===== src/rtl/core/lsss_pkg.sv =====
`default_nettype none

package lsss_pkg;

    localparam int WORDS_PER_SECTOR = 128;
    localparam int SLOT_COUNT       = 256;

    localparam int WORD_W = 32;
    localparam int TAG_W  = 16;
    localparam int IDX_W  = 7;

    localparam int WORD_AW    = (WORDS_PER_SECTOR > 1) ? $clog2(WORDS_PER_SECTOR) : 1;
    localparam int WCNT_W     = $clog2(WORDS_PER_SECTOR + 1);
    localparam int SLOT_AW    = $clog2(SLOT_COUNT);
    localparam int SLOT_CW    = $clog2(SLOT_COUNT + 1);
    localparam int DATA_DEPTH = SLOT_COUNT * WORDS_PER_SECTOR;
    localparam int DATA_AW    = $clog2(DATA_DEPTH);
    localparam int DPTR_W     = $clog2(DATA_DEPTH + 1);

    localparam logic CMD_READ  = 1'b0;
    localparam logic CMD_WRITE = 1'b1;

    typedef enum logic [1:0] {
        ST_OK      = 2'd0,
        ST_STAGED  = 2'd1,
        ST_DROPPED = 2'd2,
        ST_FULL    = 2'd3
    } status_t;

    typedef struct packed {
        logic               wr_en;
        logic [WORD_AW-1:0] wr_addr;
        logic [WORD_W-1:0]  wr_data;
        logic               rd_en;
        logic [WORD_AW-1:0] rd_addr;
        logic               clear;
    } stage_cmd_t;

    typedef struct packed {
        logic [WORD_W-1:0] rd_data;
        logic              rd_valid;
        logic              nonzero;
    } stage_rsp_t;

endpackage

`default_nettype wire


===== src/rtl/core/lsss_ram.sv =====
`default_nettype none

module lsss_ram #(
    parameter int  DEPTH = 2,
    parameter int  WIDTH = 1,
    localparam int AW    = (DEPTH > 1) ? $clog2(DEPTH) : 1
) (
    input  wire logic             clk,
    input  wire logic             wr_en,
    input  wire logic [AW-1:0]    wr_addr,
    input  wire logic [WIDTH-1:0] wr_data,
    input  wire logic             rd_en,
    input  wire logic [AW-1:0]    rd_addr,
    output logic      [WIDTH-1:0] rd_data
);

    logic [WIDTH-1:0] mem [DEPTH];
    logic [WIDTH-1:0] rd_data_reg;

    always_ff @(posedge clk)
    begin
        if (wr_en)
        begin
            mem[wr_addr] <= wr_data;
        end
        if (rd_en)
        begin
            rd_data_reg <= mem[rd_addr];
        end
    end

    assign rd_data = rd_data_reg;

endmodule

`default_nettype wire


===== src/rtl/core/lsss_stage.sv =====
`default_nettype none

module lsss_stage (
    input  wire logic                clk,
    input  wire logic                rst_n,
    input  wire lsss_pkg::stage_cmd_t cmd,
    output lsss_pkg::stage_rsp_t     rsp
);

    logic [lsss_pkg::WORDS_PER_SECTOR-1:0] valid_reg;
    logic [lsss_pkg::WORDS_PER_SECTOR-1:0] valid_next;
    logic                                  nonzero_reg;
    logic                                  nonzero_next;
    logic                                  rd_valid_reg;
    logic [lsss_pkg::WORD_W-1:0]           rd_data;

    // Words that were not staged since the last clear read back with rd_valid low.
    lsss_ram #(
        .DEPTH (lsss_pkg::WORDS_PER_SECTOR),
        .WIDTH (lsss_pkg::WORD_W)
    ) u_stage_ram (
        .clk     (clk),
        .wr_en   (cmd.wr_en),
        .wr_addr (cmd.wr_addr),
        .wr_data (cmd.wr_data),
        .rd_en   (cmd.rd_en),
        .rd_addr (cmd.rd_addr),
        .rd_data (rd_data)
    );

    always_comb
    begin
        valid_next   = valid_reg;
        nonzero_next = nonzero_reg;
        if (cmd.clear)
        begin
            valid_next   = '0;
            nonzero_next = 1'b0;
        end
        else if (cmd.wr_en)
        begin
            valid_next[cmd.wr_addr] = 1'b1;
            if (cmd.wr_data != '0)
            begin
                nonzero_next = 1'b1;
            end
        end
    end

    always_ff @(posedge clk or negedge rst_n)
    begin
        if (!rst_n)
        begin
            valid_reg   <= '0;
            nonzero_reg <= 1'b0;
        end
        else
        begin
            valid_reg   <= valid_next;
            nonzero_reg <= nonzero_next;
        end
    end

    always_ff @(posedge clk)
    begin
        if (cmd.rd_en)
        begin
            rd_valid_reg <= valid_reg[cmd.rd_addr];
        end
    end

    assign rsp.rd_data  = rd_data;
    assign rsp.rd_valid = rd_valid_reg;
    assign rsp.nonzero  = nonzero_reg;

endmodule

`default_nettype wire


===== config.mk =====
export PLATFORM = sky130hd
export DESIGN_NAME = lsss_stage
export DESIGN_NICKNAME = d
export VERILOG_FILES = /design/src/rtl/core/lsss_pkg.sv /design/src/rtl/core/lsss_ram.sv /design/src/rtl/core/lsss_stage.sv
export SDC_FILE = /design/constraint.sdc
export NUM_CORES = 2
export LEC_CHECK = 0
export BUFFER_PORTS_ARGS = -buffer_cell sky130_fd_sc_hd__buf_2
export CORE_MARGIN = 4
export CORE_UTILIZATION = 60
export CTS_BUF_LIST = sky130_fd_sc_hd__clkbuf_4
export DETAILED_ROUTE_END_ITERATION = 10
export PLACE_DENSITY = 0.75
export SETUP_SLACK_MARGIN = 0.3
export SLEW_MARGIN = 20
export SYNTH_ARGS = -nofsm -noshare
export SYNTH_HDL_FRONTEND = slang
export SYNTH_SLANG_ARGS = --single-unit

===== constraint.sdc =====
create_clock -name clk -period 2.5 [get_ports clk]
set_input_delay 0.5 -clock clk [delete_from_list [all_inputs] [get_ports clk]]
set_output_delay 0.5 -clock clk [all_outputs]
set_load 0.1 [all_outputs]

Word-level counts from Yosys, hierarchy flattened
Memory sizes are Yosys's and may differ from the RTL's. A register that Yosys moved wholly into a read port is not among the register bits.
Cells that the tools add are included.

storage, ports and cells
  output and inout bits = 34
  memories = 1
  bits in writable memories = 4096
  register bits = 130
  bits of input ports = 51
  logic and storage cells = 24

memories
  memory           words  bits a word  rd ports  clocked after Yosys merged registers in  write ports  RTL line        text
  u_stage_ram.mem  128    32           1         1                                        1            lsss_ram.sv:17  logic [WIDTH-1:0] mem [DEPTH];

operators by class
  $lt $le $gt $ge = 3
  reduce and logical (&&, ||, !) cells = 5
  muxes and demuxes = 11
  bitwise logic cells = 1

operator list
  cell                                                                                  number
  128-bit 2-to-1 mux                                                                    2
  128-bit OR                                                                            1
  32-bit nonzero test                                                                   1
  7-bit by 8-bit < comparator with 1-bit output (second input constant)                 2
  1-bit binary-select mux with 7-bit select                                             1
  1-bit demux with 7-bit select                                                         1
  7-bit by 1-bit greater-or-equal comparator with 1-bit output (second input constant)  1
  1-bit 2-to-1 mux                                                                      7
  2-bit nonzero test                                                                    2
  2-bit AND reduction                                                                   1
  1-bit logical AND                                                                     1

Longest topological paths before layout
  word-level depth = 7
  gate-level depth with buffers = 8
  depth with buffers taken out = 4

By module
Synthesis repeated with hierarchy kept, for this count alone.

unflattened totals
  cell total of the unflattened synthesis = 6545
  area total of the unflattened synthesis = 162500.9 um^2

modules (own cells, without submodules)
  module      sequential area each (um^2)  times used  cells each  area each (um^2)
  lsss_ram    123958.9                     1           5990        156596.4
  lsss_stage  3258.1                       1           555         5904.4

Worst setup path before layout
OpenSTA, ideal clock, no wires.

  path type = input port to flip-flop
  from = input cmd[48] in the netlist's numbering
  to = memory u_stage_ram.mem[87][0] in the netlist's numbering, enable pin
  stages = 5
  data arrival time = 2922 ps
  buffers on the path = 2
  data required time = 2079 ps
  slack = -843 ps
  setup time = 421 ps
  cell sequence = clkbuf_1 -> nand3b_1 -> or3b_2 -> clkbuf_1 -> nor2_1

on the way
  cells in the longest elaborated chain, start to end = 2

ends and longest elaborated chain
  element                                 RTL line         text
  start, declared                         lsss_stage.sv:6  input wire lsss_pkg::stage_cmd_t cmd,
  1-bit 2-to-1 mux                        lsss_ram.sv:22   if (wr_en)
  1-bit 2-to-1 mux (implied by the code)  lsss_ram.sv:24   mem[wr_addr] <= wr_data;
  end, declared                           lsss_ram.sv:17

Every way passes these cells.

Worst setup path after layout
  from = register u_stage_ram.rd_data_reg[28] (netlist: u_stage_ram.rd_data[28]), read port of u_stage_ram.mem
  to = output rsp[30] in the netlist's numbering

RTL lines
  element          RTL line         text
  start, declared  lsss_ram.sv:18   logic [WIDTH-1:0] rd_data_reg;
  end, declared    lsss_stage.sv:7  output lsss_pkg::stage_rsp_t rsp

No word-level cell between the ends.

==> summary.md <==
| Metric | Value |
|---|---|
| YS warnings | `0` |
| Via count | `82570` |
| Worst hold path type | `input port to register` |
| Most frequent cells in the layout | `4129 x edfxtp_1, 1470 x clkbuf_4, 1386 x mux4_2, 370 x buf_4, 360 x buf_12` |
| Synth Cell Area | `0.1622 sq mm` |
| Cell family with most CP delay | `flip-flops` |
| WL final | `427100 microns` |
| 1st-pass router iterations | `6` |
| Core Region | `0.2686 sq mm` |
| Largest net degree at the start of global routing | `129` |
| Share of cells above drive strength 1 | `44.96%` |
| Fin crit share | `115.6%` |
| Clock transition at path regs | `0.08 ns` |
| Switching part of the total | `22.43%` |
| Worst path buffer plus inverter count | `1` |
| CTS sink count | `4258` |
| Max-slew headroom | `33.95%` |
| Rows | `190` |
| Clk buf depth | `4` |
| Via density | `6.714` |
| CP max-delay cell | `edfxtp_1` |
| Layout area overhead | `17.50%` |
| CTS tree | `done` |
| Worst path max stage delay | `0.67 ns` |
| Setup violations, final | `67` |
| Critical Path RT | `2.00 ns` |
| Min Tclk post-route | `2.889 ns` |
| Top FF cell, synth | `edfxtp_1` |
| Max Cap Violations | `0` |
| Critical path class | `register to output pin` |
| Leak | `61.81 nW` |
| CP endpoint kind | `output pin` |
| Final Hold Viols | `0` |
| Total grt overflow | `0` |
| Register share of total power | `54.1%` |
| PortBufs | `84` |
| GRT Resource Usage Total | `31.15%` |
| EDFF count, synth | `4129` |
| Sequential fraction of the synthesis area | `78.43%` |
| DIE AREA | `0.2787 sq mm` |
| Wirelength per Cell | `34.73 microns` |
| Clock power share | `39.7%` |
| PwrDens | `764.0 mW/mm^2` |
| Overall power | `145.6 mW` |
| Net Sw Power | `32.66 mW` |
| Worst slew pin tran | `0.9875 ns` |
| Synth Instances | `6478` |
| Die Ht | `527.9 microns` |
| Vias in the first global route | `84697` |
| Clock latency on the worst-skew pair | `1.46 ns` |
| Initial Util | `60.38%` |
| Library cells used by synthesis | `32` |
| Post-route ant nets | `0` |
| Total CTS buffers | `1035` |
| Layout Nets | `8038` |
| Iter 0 DRT Violations | `12523` |
| Failing checks | `setup timing` |
| H-tree levels | `7` |
| CP Launch Type | `register` |
| Status | `finished, violations left` |
| Max FFs per register | `4096` |
| RSZ-0062 raised after global routing | `true` |
| Post-layout util | `70.95%` |
| Crit path launch | `u_stage_ram.rd_data[28]` |
| Initial antenna violation count | `43` |
| Most common cell after layout, fill and taps aside | `edfxtp_1` |
| Min-Delay Startpoint | `cmd[0]` |
| Slack of the critical path | `-0.3888 ns` |
| Internal Dissipation | `112.9 mW` |
| Die W | `527.9 microns` |
| Worst VDD drop | `0.4383 mV` |
| Ys async rst share | `3.030%` |
| Placer's final routability congestion estimate | `0.8596` |
| # IOs | `85` |
| Post-route DRC | `0` |
| Clk root buf | `clkbuf_4` |
| FF-to-FF Start | `u_stage_ram.mem[21][5]` |
| CP Cell Sequence | `buf_12` |
| Maximum fanout along the worst path | `1` |
| Fin. max-slew vios | `0` |
| Synthesized net count | `6529` |
| Syn Area/Cell | `25.04 sq um` |
| First-pass GRT wire length | `609300 microns` |
| Comb power frac | `6.2%` |
| CP Data Arrival Time | `2.39 ns` |
| Max Freq | `346.2 MHz` |
| Dpl hpwl | `248500 microns` |
| Fin Clk Skew | `0.08391 ns` |
| Yosys reg bits | `4258` |
synthesized netlist by cell type (6+ instances only):
cell / instances / area share (%)
edfxtp_1: 4129 / 76
mux4_2: 1386 / 19
nor2_1: 361 / 0.84
clkbuf_1: 216 / 0.50
dfrtp_1: 129 / 2.0
buf_2: 94 / 0.29
buf_1: 45 / 0.10
mux2_2: 33 / 0.23
a21oi_1: 25 / 0.077
nor4_1: 8 / 0.031
nand4b_1: 7 / 0.038
nand4bb_1: 6 / 0.042
through the flow:
step / instances / area, sq um / setup WS (ns) / hold WS (ns) / setup TNS [ns]
floorplan: 6478 / 164100 / -0.5295 / 0.2044 / -405.03
global placement: 10440 / 176200 / -1.333 / 0.4724 / -37.49
detailed placement: 10440 / 176200 / -1.342 / 0.4797 / -38.34
CTS: 12262 / 190400 / -0.5196 / 0.02554 / -16.54
global route: 12275 / 190500 / -0.4374 / 0.03877 / -15.89
finish: 12298 / 190600 / -0.3888 / 0.1245 / -12.58
logic make-up (layout without fill, tap and decap cells):
group                  Yosys count  after routing  share of synthesized area [%]
AO/OA/AOI/OAI                   27             27                        0.08639
buffers and inverters          359           2591                         0.9125
flip-flops                    4258           4258                          78.43
multiplexers                  1419           1419                          19.47
other                            0             36                              0
AND/OR/NAND/NOR                415            415                          1.097
repair_timing:
action	in CTS	in global routing
buffers inserted	0	0
gates resized for setup	118	14
hold buffers	62	0
hold endpoints to repair	4931	0
endpoints found under the setup margin	67	68
worst paths after layout:
| check | to | slack, ns | cells after the start |
|---|---|---|---|
| worst max-delay path | rsp[30] | -0.39 | 1 |
| worst min-delay path | valid_reg[63] | 0.12 | 3 |
| worst max register to register | u_stage_ram.rd_data[5] | -0.29 | 4 |
| worst min register to register | valid_reg[84] | 0.49 | 2 |
| max in group asynchronous | valid_reg[109] | 1.66 | 5 |
| min in group asynchronous | valid_reg[110] | 0.29 | 4 |
final cells by class:
type	count	area (sq um)
clock inverters	290	2152
repair buffers	830	11030
fillers	14806	78050
inverters	1	3.754
multi-input cells	1861	34610
well taps	3552	4444
diodes	36	90.09
flip-flops and latches	4258	127200
clock buffers	1470	11040
power groups by stage:
stage | clock network (mW) | logic, mW | registers [mW]
floorplan | 0 | 4.14 | 80.7
global placement | 0 | 8.37 | 80.3
detailed placement | 0 | 8.55 | 80.3
CTS | 58.7 | 8.85 | 78.8
global route | 63.3 | 9.28 | 78.7
finish | 57.8 | 8.98 | 78.8
layer usage:
| metal | up-vias | GRT usage (%) | part of all wire (%) |
|---|---|---|---|
| met5 | - | 0 | 0.0028 |
| met4 | 2 | 12.37 | 4.1 |
| met3 | 846 | 8.650 | 13 |
| met2 | 6713 | 48.06 | 48 |
| met1 | 43162 | 43.21 | 34 |
| li1 | 31847 | - | - |
No activity file was read; power rests on OpenSTA's default activity.
